[src/hdl/lr_pkg.sv]
// shared types and constants for the line rasterizer
package lr_pkg;

    // coordinate and field widths
    localparam int COORD_BITS = 12;
    localparam int WIDTH_W    = 12;
    localparam int HEIGHT_W   = 12;
    localparam int PITCH_W    = 13;
    localparam int ADDR_W     = 23;
    localparam int COLOUR_W   = 32;
    localparam int CFG_IDX_W  = 2;
    localparam int CFG_DATA_W = 13;

    // register reset values
    localparam logic [WIDTH_W-1:0]  WIDTH_RESET  = 12'd640;
    localparam logic [HEIGHT_W-1:0] HEIGHT_RESET = 12'd480;
    localparam logic [PITCH_W-1:0]  PITCH_RESET  = 13'd640;

    // register indexes
    localparam logic [CFG_IDX_W-1:0] REG_SURFACE_WIDTH   = 2'd0;
    localparam logic [CFG_IDX_W-1:0] REG_SURFACE_HEIGHT  = 2'd1;
    localparam logic [CFG_IDX_W-1:0] REG_ROW_PITCH_WORDS = 2'd2;

    // item opcodes
    localparam logic OP_LOAD = 1'b0;
    localparam logic OP_STEP = 1'b1;

    // input item
    typedef struct packed {
        logic                         op;
        logic signed [COORD_BITS-1:0] start_x;
        logic signed [COORD_BITS-1:0] start_y;
        logic signed [COORD_BITS-1:0] end_x;
        logic signed [COORD_BITS-1:0] end_y;
        logic [COLOUR_W-1:0]          pixel_value;
    } item_t;

    // result item
    typedef struct packed {
        logic                pixel_valid;
        logic [ADDR_W-1:0]   pixel_address;
        logic [COLOUR_W-1:0] pixel_data;
        logic                last_pixel;
        logic                line_active;
    } result_t;

    // pixel request from the stepping stage to the address stage
    typedef struct packed {
        logic                         draw;
        logic signed [COORD_BITS-1:0] px;
        logic signed [COORD_BITS-1:0] py;
        logic [COLOUR_W-1:0]          colour;
        logic                         last_pixel;
        logic                         line_active;
    } pix_req_t;

endpackage

[src/hdl/lr_pixel_stage.sv]
// clip test and word address generation, feeding the result register
module lr_pixel_stage (
    input  logic                          clk,
    input  logic                          rst_n,
    input  logic                          req_valid,
    output logic                          req_stall,
    input  lr_pkg::pix_req_t              req,
    input  logic [lr_pkg::WIDTH_W-1:0]    surface_width,
    input  logic [lr_pkg::HEIGHT_W-1:0]   surface_height,
    input  logic [lr_pkg::PITCH_W-1:0]    row_pitch_words,
    output logic                          result_valid,
    input  logic                          result_stall,
    output lr_pkg::result_t               result
);

    localparam int CB     = lr_pkg::COORD_BITS;
    localparam int PROD_W = CB + lr_pkg::PITCH_W;
    localparam int CALC_W = (PROD_W + 1 > lr_pkg::ADDR_W) ? PROD_W + 1 : lr_pkg::ADDR_W;

    logic                     result_valid_reg;
    logic                     result_valid_next;
    lr_pkg::result_t          result_reg;
    lr_pkg::result_t          result_next;
    logic [CB-1:0]            px_u;
    logic [CB-1:0]            py_u;
    logic                     in_bounds;
    logic [PROD_W-1:0]        row_base;
    logic [CALC_W-1:0]        addr_sum;

    // the result register takes a new transfer when empty or when drained
    assign req_stall = result_valid_reg && result_stall;

    // clip against the surface
    assign px_u      = req.px;
    assign py_u      = req.py;
    assign in_bounds = req.draw && !req.px[CB-1] && !req.py[CB-1]
                       && (px_u < surface_width) && (py_u < surface_height);

    // word address y * pitch + x
    assign row_base = py_u * row_pitch_words;
    assign addr_sum = CALC_W'(row_base) + CALC_W'(px_u);

    // result fields; address and data are zero when the pixel is suppressed
    always_comb
    begin
        result_valid_next         = result_valid_reg;
        result_next               = result_reg;
        if (!req_stall)
        begin
            result_valid_next         = req_valid;
            result_next.pixel_valid   = in_bounds;
            result_next.pixel_address = in_bounds ? addr_sum[lr_pkg::ADDR_W-1:0]
                                                  : '0;
            result_next.pixel_data    = in_bounds ? req.colour : '0;
            result_next.last_pixel    = req.last_pixel;
            result_next.line_active   = req.line_active;
        end
    end

    // result register
    always_ff @(posedge clk or negedge rst_n)
    begin
        if (!rst_n)
        begin
            result_valid_reg <= 1'b0;
        end
        else
        begin
            result_valid_reg <= result_valid_next;
        end
    end

    always_ff @(posedge clk)
    begin
        result_reg <= result_next;
    end

    assign result_valid = result_valid_reg;
    assign result       = result_reg;

endmodule

[src/hdl/line_rasterizer_core.sv]
// line rasterizer top level: input register, line stepping state, pixel stage
//
// Bresenham line engine. An item on the item channel is either a load
// (two endpoints and a colour word) or a step. Every item gives exactly one
// transfer on the result channel: a load reports whether the line has any
// pixels, a step reports one pixel write (address y * pitch + x) or a
// suppressed off-surface pixel, plus last-pixel and line-active flags.
// Both channels are valid/stall; a transfer happens on a clock edge with
// valid high and stall low.
// An item transfer loads the input register, then the stepping stage, then
// the result register through the clip and address multiply-add. One item
// per cycle is sustained while the receiver does not stall; the stepping
// stage closes its error/position loop within its own registers.
// When the receiver stalls, the result register holds and the earlier
// stages keep filling until they are all occupied, then item_stall rises.
// Reset empties the pipeline, drops any line in progress and sets the
// surface to 640 x 480 with a pitch of 640 words. Surface registers are
// to be written through the cfg port only while the pipeline is empty;
// the user must ensure this, as the block itself does not enforce it.
module line_rasterizer_core (
    input  logic                             clk,
    input  logic                             rst_n,
    input  logic                             item_valid,
    output logic                             item_stall,
    input  lr_pkg::item_t                    item,
    output logic                             result_valid,
    input  logic                             result_stall,
    output lr_pkg::result_t                  result,
    input  logic                             cfg_write,
    input  logic [lr_pkg::CFG_IDX_W-1:0]     cfg_index,
    input  logic [lr_pkg::CFG_DATA_W-1:0]    cfg_data
);

    localparam int CB = lr_pkg::COORD_BITS;
    localparam int DW = CB + 1;
    localparam int EW = CB + 2;

    // surface registers
    logic [lr_pkg::WIDTH_W-1:0]  surface_width_reg;
    logic [lr_pkg::HEIGHT_W-1:0] surface_height_reg;
    logic [lr_pkg::PITCH_W-1:0]  row_pitch_words_reg;

    // pipeline control
    logic              a_valid_reg;
    lr_pkg::item_t     a_item_reg;
    logic              a_free;
    logic              b_valid_reg;
    lr_pkg::pix_req_t  b_req_reg;
    lr_pkg::pix_req_t  b_req_next;
    logic              b_free;
    logic              pix_stall;

    // line state
    logic                   active_reg,       active_next;
    logic                   steep_reg,        steep_next;
    logic signed [CB-1:0]   major_pos_reg,    major_pos_next;
    logic signed [CB-1:0]   major_end_reg,    major_end_next;
    logic signed [CB-1:0]   minor_pos_reg,    minor_pos_next;
    logic                   minor_neg_reg,    minor_neg_next;
    logic [DW-1:0]          delta_major_reg,  delta_major_next;
    logic [DW-1:0]          delta_minor_reg,  delta_minor_next;
    logic signed [EW-1:0]   error_acc_reg,    error_acc_next;
    logic [lr_pkg::COLOUR_W-1:0] colour_reg,  colour_next;

    // load path temporaries
    logic signed [CB-1:0]   lx1, ly1, lx2, ly2;
    logic signed [CB-1:0]   sx1, sy1, sx2, sy2;
    logic signed [CB-1:0]   ox1, oy1, ox2, oy2;
    logic [DW-1:0]          adx, ady;
    logic                   load_steep;

    // step path temporaries
    logic signed [EW-1:0]   err_sum;
    logic signed [EW:0]     err_twice;
    logic signed [CB-1:0]   major_inc;

    // absolute difference of two signed coordinates
    function automatic logic [CB:0] abs_diff(input logic signed [CB-1:0] a,
                                             input logic signed [CB-1:0] b);
        logic signed [CB:0] d;
        d = (CB+1)'(a) - (CB+1)'(b);
        return d[CB] ? (CB+1)'(-d) : (CB+1)'(d);
    endfunction

    // surface register writes
    always_ff @(posedge clk or negedge rst_n)
    begin
        if (!rst_n)
        begin
            surface_width_reg   <= lr_pkg::WIDTH_RESET;
            surface_height_reg  <= lr_pkg::HEIGHT_RESET;
            row_pitch_words_reg <= lr_pkg::PITCH_RESET;
        end
        else if (cfg_write)
        begin
            unique case (cfg_index)
                lr_pkg::REG_SURFACE_WIDTH:
                    surface_width_reg <= cfg_data[lr_pkg::WIDTH_W-1:0];
                lr_pkg::REG_SURFACE_HEIGHT:
                    surface_height_reg <= cfg_data[lr_pkg::HEIGHT_W-1:0];
                lr_pkg::REG_ROW_PITCH_WORDS:
                    row_pitch_words_reg <= cfg_data[lr_pkg::PITCH_W-1:0];
                default:
                begin
                end
            endcase
        end
    end

    // stage occupancy and back pressure
    assign b_free     = !b_valid_reg || !pix_stall;
    assign a_free     = !a_valid_reg || b_free;
    assign item_stall = !a_free;

    // input register
    always_ff @(posedge clk or negedge rst_n)
    begin
        if (!rst_n)
        begin
            a_valid_reg <= 1'b0;
        end
        else if (a_free)
        begin
            a_valid_reg <= item_valid;
        end
    end

    always_ff @(posedge clk)
    begin
        if (a_free && item_valid)
        begin
            a_item_reg <= item;
        end
    end

    // load: swap axes for steep lines, order by the major axis
    always_comb
    begin
        lx1        = a_item_reg.start_x;
        ly1        = a_item_reg.start_y;
        lx2        = a_item_reg.end_x;
        ly2        = a_item_reg.end_y;
        adx        = abs_diff(lx1, lx2);
        ady        = abs_diff(ly1, ly2);
        load_steep = adx < ady;
        sx1        = load_steep ? ly1 : lx1;
        sy1        = load_steep ? lx1 : ly1;
        sx2        = load_steep ? ly2 : lx2;
        sy2        = load_steep ? lx2 : ly2;
        if (sx2 < sx1)
        begin
            ox1 = sx2;
            oy1 = sy2;
            ox2 = sx1;
            oy2 = sy1;
        end
        else
        begin
            ox1 = sx1;
            oy1 = sy1;
            ox2 = sx2;
            oy2 = sy2;
        end
    end

    // step: error update against twice the error
    assign err_sum   = error_acc_reg + $signed(EW'(delta_minor_reg));
    assign err_twice = {err_sum, 1'b0};
    assign major_inc = major_pos_reg + CB'(1);

    // next line state and pixel request
    always_comb
    begin
        active_next      = active_reg;
        steep_next       = steep_reg;
        major_pos_next   = major_pos_reg;
        major_end_next   = major_end_reg;
        minor_pos_next   = minor_pos_reg;
        minor_neg_next   = minor_neg_reg;
        delta_major_next = delta_major_reg;
        delta_minor_next = delta_minor_reg;
        error_acc_next   = error_acc_reg;
        colour_next      = colour_reg;
        b_req_next       = '0;

        if (a_item_reg.op == lr_pkg::OP_LOAD)
        begin
            steep_next       = load_steep;
            major_pos_next   = ox1;
            major_end_next   = ox2;
            minor_pos_next   = oy1;
            minor_neg_next   = !(oy2 > oy1);
            delta_major_next = DW'($signed(DW'(ox2)) - $signed(DW'(ox1)));
            delta_minor_next = abs_diff(oy1, oy2);
            error_acc_next   = '0;
            colour_next      = a_item_reg.pixel_value;
            active_next      = ox1 < ox2;
            b_req_next.line_active = ox1 < ox2;
        end
        else if (active_reg)
        begin
            b_req_next.draw   = 1'b1;
            b_req_next.px     = steep_reg ? minor_pos_reg : major_pos_reg;
            b_req_next.py     = steep_reg ? major_pos_reg : minor_pos_reg;
            b_req_next.colour = colour_reg;
            error_acc_next    = err_sum;
            if (err_twice >= $signed((EW+1)'(delta_major_reg)))
            begin
                minor_pos_next = minor_neg_reg ? minor_pos_reg - CB'(1)
                                               : minor_pos_reg + CB'(1);
                error_acc_next = err_sum - $signed(EW'(delta_major_reg));
            end
            major_pos_next = major_inc;
            if (major_inc >= major_end_reg)
            begin
                active_next           = 1'b0;
                b_req_next.last_pixel = 1'b1;
            end
            b_req_next.line_active = active_next;
        end
    end

    // stepping stage registers
    always_ff @(posedge clk or negedge rst_n)
    begin
        if (!rst_n)
        begin
            b_valid_reg     <= 1'b0;
            active_reg      <= 1'b0;
            steep_reg       <= 1'b0;
            major_pos_reg   <= '0;
            major_end_reg   <= '0;
            minor_pos_reg   <= '0;
            minor_neg_reg   <= 1'b0;
            delta_major_reg <= '0;
            delta_minor_reg <= '0;
            error_acc_reg   <= '0;
            colour_reg      <= '0;
        end
        else if (b_free)
        begin
            b_valid_reg <= a_valid_reg;
            if (a_valid_reg)
            begin
                active_reg      <= active_next;
                steep_reg       <= steep_next;
                major_pos_reg   <= major_pos_next;
                major_end_reg   <= major_end_next;
                minor_pos_reg   <= minor_pos_next;
                minor_neg_reg   <= minor_neg_next;
                delta_major_reg <= delta_major_next;
                delta_minor_reg <= delta_minor_next;
                error_acc_reg   <= error_acc_next;
                colour_reg      <= colour_next;
            end
        end
    end

    always_ff @(posedge clk)
    begin
        if (b_free && a_valid_reg)
        begin
            b_req_reg <= b_req_next;
        end
    end

    // clip, address and result register
    lr_pixel_stage u_pixel_stage (
        .clk             (clk),
        .rst_n           (rst_n),
        .req_valid       (b_valid_reg),
        .req_stall       (pix_stall),
        .req             (b_req_reg),
        .surface_width   (surface_width_reg),
        .surface_height  (surface_height_reg),
        .row_pitch_words (row_pitch_words_reg),
        .result_valid    (result_valid),
        .result_stall    (result_stall),
        .result          (result)
    );

    // the final pixel of a line never reports further steps
    assert property (@(posedge clk) disable iff (!rst_n)
        result_valid && result.last_pixel |-> !result.line_active)
        else $error("last pixel reported with line still active");

    // a live line keeps its error below half the major delta
    assert property (@(posedge clk) disable iff (!rst_n)
        active_reg |-> ($signed({error_acc_reg, 1'b0})
                        < $signed((EW+1)'(delta_major_reg))))
        else $error("line error out of range");

    // a held pixel request stays in the stepping stage
    assert property (@(posedge clk) disable iff (!rst_n)
        b_valid_reg && pix_stall |=> b_valid_reg && $stable(b_req_reg))
        else $error("pixel request lost under stall");

    // back pressure reaches the input only when the input register is full
    assert property (@(posedge clk) disable iff (!rst_n)
        item_stall |-> a_valid_reg && b_valid_reg && result_valid)
        else $error("input stalled with a free stage");

endmodule
[config.mk]
export PLATFORM = sky130hd
export DESIGN_NAME = line_rasterizer_core
export DESIGN_NICKNAME = d
export VERILOG_FILES = /design/src/hdl/lr_pkg.sv /design/src/hdl/lr_pixel_stage.sv /design/src/hdl/line_rasterizer_core.sv
export SDC_FILE = /design/constraint.sdc
export NUM_CORES = 1
export LEC_CHECK = 0
export BUFFER_PORTS_ARGS = -buffer_cell sky130_fd_sc_hd__buf_2
export CORE_MARGIN = 2
export CORE_UTILIZATION = 62
export CTS_BUF_LIST = sky130_fd_sc_hd__clkbuf_2 sky130_fd_sc_hd__clkbuf_4 sky130_fd_sc_hd__clkbuf_8
export CTS_CLUSTER_DIAMETER = 60
export DETAILED_ROUTE_END_ITERATION = 7
export PLACE_DENSITY = 0.82
export SYNTH_ARGS = -nofsm -noshare
export SYNTH_HDL_FRONTEND = slang
export SYNTH_SLANG_ARGS = --single-unit
export TNS_END_PERCENT = 10
[constraint.sdc]
create_clock -name clk -period 14.3 [get_ports clk]
set_clock_uncertainty 0.15 [all_clocks]
set_input_delay 0.715 -clock clk [delete_from_list [all_inputs] [get_ports clk]]
set_output_delay 0.715 -clock clk [all_outputs]
set_load 0.01 [all_outputs]
==> results.sh, run 1 <==
export IMPL_area_growth_pct=9.72
export IMPL_clk_latency_ns=0.68
export IMPL_grt_pass1_wl_mm=107
export IMPL_htreeDepth=2
export IMPL_first_iter_violations=1506
export IMPL_drt_first_pass_iters=5
export IMPL_critPathLaunchType="flop"
export IMPL_setup_viol=0
export IMPL_grt_max_degree=95
export IMPL_hold_violations=0
export IMPL_hp_class="input port to flop"
export IMPL_clock_path_buffers=3
export IMPL_critical_path_max_fanout=73
export IMPL_worstMarginPinSlew_ns=1.24
export IMPL_numCtsBuffers=58
export IMPL_finalCriticalPeriod_ns=12.53
export IMPL_max_freq_mhz=79.8
export IMPL_track_usage_pct=31.0
export IMPL_synth_cell_types=84
export IMPL_path_buf_inv=2
export IMPL_crit_arrival_ns=12.89
export IMPL_drt_total_wl_mm=66.0
export IMPL_die_area_um2=43100
export IMPL_max_stage_delay_ns=0.98
export IMPL_vias=19865
export IMPL_cp_slowest_cell="nor3_1"
export IMPL_path_clk_slew_ns=0.06
export IMPL_port_buffers=160
export IMPL_ios=161
export IMPL_cts_tree="built"
export IMPL_drc=0
export IMPL_post_dp_hpwl_mm=50.4
export IMPL_coreArea_um2=40900
export IMPL_slew_headroom_pct=16.7
export IMPL_postSynthAreaPerCell_um2=9.66
export IMPL_path_class="flop to flop"
export IMPL_layout_drive_gt1_share_pct=13.1
export IMPL_globalplace_congestion=0.959
export IMPL_via_per_inst=5.90
export IMPL_path_delay_family="compound AO/OA/AOI/OAI gates"
export IMPL_largest_reg_flops=59
export IMPL_start_util_pct=62.9
export IMPL_fp_dieW_um=208
export IMPL_ys_flop_type="edfxtp_1"
export IMPL_nets=3219
export IMPL_ys_seq_area_share_pct=37.8
export IMPL_status="complete, no violations"
export IMPL_yosysWarningCount=0
export IMPL_setup_tns_ns=0
export IMPL_cp_required_ns=14.66
export IMPL_drv_cap=0
export IMPL_wl_per_cell_um=19.6
export IMPL_slew_viol_final=0
export IMPL_async_reset_ff_share_pct=43.3
export IMPL_synthCells=2663
export IMPL_diodes=0
export IMPL_crit_path_end_kind="flop"
export IMPL_grt_overflow_total=0
export IMPL_synth_nets=3097
export IMPL_ant_nets=0
export IMPL_grt_pass1_vias=20401
export IMPL_die_h_um=208
export IMPL_rsz0062_at_grt="no"
export IMPL_synth_area_um2=25700
export IMPL_cts_sinks=349
export IMPL_crit_top_cell="o21ai_0"
export IMPL_ys_ff_latch=349
export IMPL_rows=74
export IMPL_antenna_found_initial=0
export IMPL_root_buffer="clkbuf_8"
export IMPL_synth_edff_count=198
export IMPL_cts_resized=0
export IMPL_period_share_pct=87.6
export IMPL_post_cts_buffers=0
cell families after synthesis:
group                    Yosys count  share of synthesized area (%)
multiplexers                     116                           4.91
AO/OA/AOI/OAI                    453                           11.5
buffers and inverters            376                           5.70
XOR/XNOR                         109                           3.71
adder cells (fa/ha/maj)          334                           19.9
AND/OR/NAND/NOR                  926                           16.5
flip-flops                       349                           37.8
path summary, 6_finish.rpt:
check	cells after the start	slack, ns	startpoint	to
hold / removal	1	0.06	item[52]	lx2[8]
min in group asynchronous	2	0.50	rst_n	major_end_reg[11]
setup reg to reg	44	1.77	lx2[0]	delta_minor_reg[4]
max in group asynchronous	3	12.04	rst_n	colour_reg[6]
hold reg to reg	2	0.28	a_item_reg[31]	colour_reg[31]
setup / recovery	44	1.77	lx2[0]	delta_minor_reg[4]
area by class of cell:
class | count | area, um2
Clock inverter | 27 | 283
Tap cell | 532 | 666
Multi-Input combinational cell | 1938 | 14600
Inverter | 258 | 968
Sequential cell | 349 | 9730
Clock buffer | 83 | 1030
Fill cell | 3037 | 12700
Timing Repair Buffer | 180 | 960
layout by cell type, fill, tap and decap left out, types with 42 or more instances in the layout:
| cell | Yosys | final |
|---|---|---|
| a21oi_1 | 76 | 76 |
| and2_1 | 105 | 104 |
| and3_1 | 46 | 46 |
| buf_2 | 12 | 159 |
| clkbuf_8 | 0 | 65 |
| dfrtp_1 | 143 | 143 |
| edfxtp_1 | 198 | 198 |
| fa_1 | 126 | 126 |
| ha_1 | 207 | 207 |
| inv_1 | 255 | 255 |
| mux2i_1 | 74 | 74 |
| nand2_1 | 444 | 442 |
| nand3_1 | 42 | 42 |
| nor2_1 | 155 | 154 |
| o21ai_0 | 144 | 143 |
| xnor2_1 | 61 | 61 |
| xor2_1 | 48 | 48 |
cells in the mapped netlist (5+ instances only):
master,number,area (um2)
a211o_1,5,43.8
a211oi_1,8,60.1
a21boi_0,22,165
a21o_1,38,285
a21oi_1,76,380
a21oi_2,7,61.3
a221oi_1,9,78.8
a31oi_1,23,144
and2_1,105,657
and3_1,46,288
buf_1,8,30.0
buf_2,12,60.1
clkbuf_1,91,342
dfrtp_1,143,3580
dfstp_2,8,210
edfxtp_1,198,5950
fa_1,126,2520
ha_1,207,2590
inv_1,255,957
mux2_2,33,372
mux2_4,7,105
mux2i_1,74,741
nand2_1,444,1670
nand2b_1,21,131
nand3_1,42,210
nand4_1,8,50.1
nor2_1,155,582
nor2b_1,34,213
nor3_1,34,170
nor3b_1,7,52.6
o211ai_1,30,225
o21a_1,13,97.6
o21ai_0,144,721
o21ai_1,9,45.0
o21bai_1,6,45.0
o221ai_1,5,43.8
o31ai_1,12,90.1
or3_1,10,62.6
xnor2_1,61,534
xor2_1,48,420
metrics by stage:
step	util [%]	setup WS (ns)	std cells	hold slack, ns	area [um2]
global route	69.0	0.440	3367	0.0198	28200
floorplan	-	3.98	2663	0.250	25700
CTS	69.0	1.84	3367	0.0251	28200
finish	69.0	1.77	3367	0.0595	28200
detailed placement	65.8	1.88	3256	0.272	26900
global placement	65.8	2.35	3256	0.257	26900
layer usage:
metal	vias to the layer above	global-route usage [%]	share of wire (%)
met3	182	4.27	5.9
met2	743	53.7	49
met4	0	13.8	4.7
met5	-	0	0
li1	9310	-	-
met1	9630	38.7	40
timing repair:
action	CTS	global route
endpoints found under the hold margin	6	0
hold buffers	1	0
endpoints found under the setup margin	0	0
Power of run 1 is not shown: default switching activity piles up to over one toggle a cycle in this logic, so the estimate is an artifact.
==> run 2, diff against run 1 <==
RECOVER_POWER = 100   (was unset)
==> results.sh, run 2 (synthesized netlist as in run 1, its figures left out) <==
export IMPL_die_area_um2=43100
export IMPL_area_growth_pct=8.87
export IMPL_track_usage_pct=31.0
export IMPL_cts_sinks=349
export IMPL_antenna_found_initial=0
export IMPL_vias=19854
export IMPL_final_common_cell="nand2_1"
export IMPL_rsz0062_at_grt="no"
export IMPL_cp_required_ns=14.52
export IMPL_ios=161
export IMPL_rows=74
export IMPL_first_iter_violations=1651
export IMPL_holdBufCountCts=1
export IMPL_period_share_pct=88.8
export IMPL_path_delay_family="compound AO/OA/AOI/OAI gates"
export IMPL_path_class="flop to flop"
export IMPL_diodes=0
export IMPL_slew_headroom_pct=-254
export IMPL_die_h_um=208
export IMPL_crit_top_cell="o21ai_0"
export IMPL_mostFrequentLayoutCells="444 x nand2_1, 256 x inv_1, 207 x ha_1"
export IMPL_cp_slowest_cell="nor3_1"
export IMPL_numCtsBuffers=58
export IMPL_grt_overflow_total=0
export IMPL_worstMarginPinSlew_ns=5.31
export IMPL_nets=3219
export IMPL_drt_first_pass_iters=6
export IMPL_cts_resized=0
export IMPL_grt_pass1_vias=20401
export IMPL_drc=0
export IMPL_clock_path_buffers=3
export IMPL_finalCriticalPeriod_ns=12.70
export IMPL_drt_total_wl_mm=66.0
export IMPL_grt_pass1_wl_mm=107
export IMPL_start_util_pct=62.9
export IMPL_max_freq_mhz=78.7
export IMPL_post_dp_hpwl_mm=50.4
export IMPL_grt_max_degree=95
export IMPL_cts_tree="built"
export IMPL_layout_drive_gt1_share_pct=9.49
export IMPL_hold_violations=0
export IMPL_root_buffer="clkbuf_8"
export IMPL_setup_viol=0
export IMPL_fp_dieW_um=208
export IMPL_largest_reg_flops=59
export IMPL_max_stage_delay_ns=0.99
export IMPL_port_buffers=160
export IMPL_setup_tns_ns=0
export IMPL_path_buf_inv=2
export IMPL_coreArea_um2=40900
export IMPL_status="complete, but fails checks"
export IMPL_fillCellCount=3111
export IMPL_wl_per_cell_um=19.6
export IMPL_crit_path_end_kind="flop"
export IMPL_clk_latency_ns=0.68
export IMPL_critPathLaunchType="flop"
export IMPL_htreeDepth=2
export IMPL_crit_arrival_ns=12.92
export IMPL_path_clk_slew_ns=0.06
export IMPL_post_cts_buffers=0
export IMPL_critical_path_max_fanout=73
export IMPL_ant_nets=0
export IMPL_via_per_inst=5.90
export IMPL_globalplace_congestion=0.959
export IMPL_violations="max-capacitance violations, max-slew violations"
export IMPL_hp_class="input port to flop"
export IMPL_drv_cap=9
export IMPL_slew_viol_final=541
## run 2: worst reg2reg max path, delay by kind of cell, from the launching register on
family,cells,cell delay [ns]
adders and majority gates,5,1.72
DFF,1,0.45
AOI/OAI and AO/OA,25,5.63
muxes,2,0.79
and+or+nand+nor,8,2.17
xor gates and xnor gates,2,0.40
buffers and inverters,2,1.11
## run 2: path summary, 6_finish.rpt
kind / end / cells after the start / start / slack (ns)
worst max register to register: delta_minor_reg[4] / 44 / lx2[0] / 1.60
worst min register to register: colour_reg[31] / 2 / a_item_reg[31] / 0.27
worst min-delay path: a_item_reg[27] / 1 / item[27] / 0.06
worst max-delay path: delta_minor_reg[4] / 44 / lx2[0] / 1.60
min in group asynchronous: major_end_reg[10] / 2 / rst_n / 2.37
max in group asynchronous: colour_reg[5] / 3 / rst_n / 6.78
## run 2: per-layer routing
metal	up-vias	track usage [%]	part of all wire [%]
li1	9307	-	-
met1	9660	38.7	40
met2	701	53.7	49
met3	186	4.27	5.7
met4	0	13.8	4.8
met5	-	0	0
## run 2: metrics by stage
| stage | instance area (um2) | utilization (%) | hold slack [ns] | setup slack (ns) | cells |
|---|---|---|---|---|---|
| 6_report | 28000 | 68.5 | 0.0588 | 1.60 | 3367 |
| 5_1_grt | 28000 | 68.5 | 0.0198 | 0.292 | 3367 |
| 4_1_cts | 28200 | 69.0 | 0.0251 | 1.84 | 3367 |
| 3_5_place_dp | 26900 | 65.8 | 0.272 | 1.88 | 3256 |
| 3_3_place_gp | 26900 | 65.8 | 0.257 | 2.35 | 3256 |
| 2_1_floorplan | 25700 | - | 0.250 | 3.98 | 2663 |
## run 2: cell type report
type | instances | area [um2] | share of cell area (%)
Multi-Input combinational cell | 1938 | 14500 | 51.8
Sequential cell | 349 | 9730 | 34.7
Clock buffer | 83 | 1030 | 3.68
Inverter | 258 | 968 | 3.46
Timing Repair Buffer | 180 | 823 | 2.94
Tap cell | 532 | 666 | 2.38
Clock inverter | 27 | 283 | 1.01
Power of run 2 is left out for the same reason.
==> run 3, diff against run 2 <==
clock period = 12 ns   (was 14.3 ns; I/O delays follow)
==> results.sh, run 3 (synthesized netlist as in run 1, its figures left out) <==
export IMPL_via_per_inst=5.94
export IMPL_regToRegStartpoint="lx2[0]"
export IMPL_numCtsBuffers=59
export IMPL_fp_dieW_um=208
export IMPL_crit_start="lx2[0]"
export IMPL_routedLengthMet1_mm=26.5
export IMPL_finalCriticalPeriod_ns=11.18
export IMPL_wl_per_cell_um=20.2
export IMPL_top_layer="met4"
export IMPL_ant_nets=0
export IMPL_ios=161
export IMPL_post_dp_hpwl_mm=50.2
export IMPL_worstMarginPinSlew_ns=4.15
export IMPL_path_class="flop to flop"
export IMPL_rr_worst_depth=46
export IMPL_die_h_um=208
export IMPL_hp_class="input port to flop"
export IMPL_grt_pass1_wl_mm=111
export IMPL_crit_top_cell="o21ai_0"
export IMPL_hold_start="cfg_data[7]"
export IMPL_critPathLaunchType="flop"
export IMPL_crit_path_end_kind="flop"
export IMPL_coreArea_um2=40900
export IMPL_htreeDepth=2
export IMPL_min_path_cells=3
export IMPL_drt_total_wl_mm=69.8
export IMPL_area_growth_pct=12.6
export IMPL_largest_reg_flops=59
export IMPL_cp_required_ns=12.45
export IMPL_path_clk_slew_ns=0.06
export IMPL_max_freq_mhz=89.5
export IMPL_rows=74
export IMPL_critical_path_max_fanout=18
export IMPL_r2r_end="delta_minor_reg[12]"
export IMPL_grt_overflow_total=0
export IMPL_final_common_cell="nand2_1"
export IMPL_antenna_found_initial=0
export IMPL_drc=0
export IMPL_drt_first_pass_iters=6
export IMPL_grt_pass1_vias=21184
export IMPL_hold_violations=0
export IMPL_nets=3312
export IMPL_diodes=0
export IMPL_slew_headroom_pct=-177
export IMPL_setup_tns_ns=0
export IMPL_crit_arrival_ns=11.62
export IMPL_period_share_pct=93.1
export IMPL_slew_viol_final=475
export IMPL_port_buffers=160
export IMPL_cts_sinks=349
export IMPL_die_area_um2=43100
export IMPL_cp_slowest_cell="a31oi_2"
export IMPL_drv_cap=8
export IMPL_layout_drive_gt1_share_pct=10.1
export IMPL_mostFrequentLayoutCells="443 x nand2_1, 256 x inv_1, 207 x ha_1"
export IMPL_track_usage_pct=32.4
export IMPL_holdPathEnd="surface_width_reg[7]"
export IMPL_max_stage_delay_ns=0.49
export IMPL_status="complete, but fails checks"
export IMPL_violations="max-capacitance violations, max-slew violations"
export IMPL_first_iter_violations=1857
export IMPL_vias=20533
export IMPL_reg2reg_setup_slack_ns=0.82
export IMPL_globalplace_congestion=0.974
export IMPL_cts_tree="built"
export IMPL_grt_max_degree=93
export IMPL_met2_length_mm=35.4
export IMPL_start_util_pct=62.9
export IMPL_clk_latency_ns=0.66
export IMPL_clock_path_buffers=3
export IMPL_root_buffer="clkbuf_8"
export IMPL_wl_met3_mm=4.32
export IMPL_setup_viol=0
-- run 3: cell type report --
type / count / area [um2]
multi-input combinational: 1940 / 14600
fill: 2982 / 12000
sequential: 349 / 9730
timing repair buffer: 270 / 1720
clock buffer: 87 / 1030
inverter: 258 / 968
tap: 532 / 666
clock inverter: 22 / 206
-- run 3: worst max-delay path, delay by kind of cell (launching register included) --
family                     cells  cell delay (ns)
muxes                          2             0.67
and+or+nand+nor                8             1.48
AOI/OAI and AO/OA             26             5.64
DFF                            1             0.48
buffers and inverters          2             0.31
adders and majority gates      6             1.93
xor gates and xnor gates       2             0.45
-- run 3: how the worst max path moves through the flow --
stage / end / slack [ns] / depth (start not counted)
after global routing: delta_minor_reg[10] / -0.02 / 43
after floorplan: delta_minor_reg[10] / 1.68 / 54
final: delta_minor_reg[12] / 0.82 / 46
after detailed placement: delta_minor_reg[5] / 0.40 / 43
after CTS: delta_minor_reg[5] / 0.36 / 43
after global placement: delta_minor_reg[4] / 0.83 / 45
-- run 3: metrics by stage --
| step | area (um2) | setup WS, ns | utilization [%] | std cells | hold WS [ns] |
|---|---|---|---|---|---|
| floorplan | 25700 | 1.68 | - | 2663 | 0.154 |
| global placement | 27000 | 0.831 | 65.9 | 3261 | 0.255 |
| detailed placement | 27000 | 0.405 | 65.9 | 3261 | 0.265 |
| CTS | 29000 | 0.363 | 70.9 | 3452 | 0.00396 |
| global route | 29000 | -0.0201 | 70.8 | 3458 | 0.0431 |
| finish | 29000 | 0.823 | 70.8 | 3458 | 0.0469 |
-- run 3: metal layers --
| layer | vias up | GRT usage (%) |
|---|---|---|
| li1 | 9495 | - |
| met1 | 9944 | 38.8 |
| met2 | 872 | 57.3 |
| met3 | 222 | 4.66 |
| met4 | 0 | 16.0 |
| met5 | - | 0 |
-- run 3: what timing repair did --
item | CTS | global route
hold endpoints to repair | 148 | 0
endpoints found under the setup margin | 0 | 13
hold buffers | 82 | 0
setup buffers | 0 | 4
resized for setup | 0 | 8
Power of run 3 is left out for the same reason.
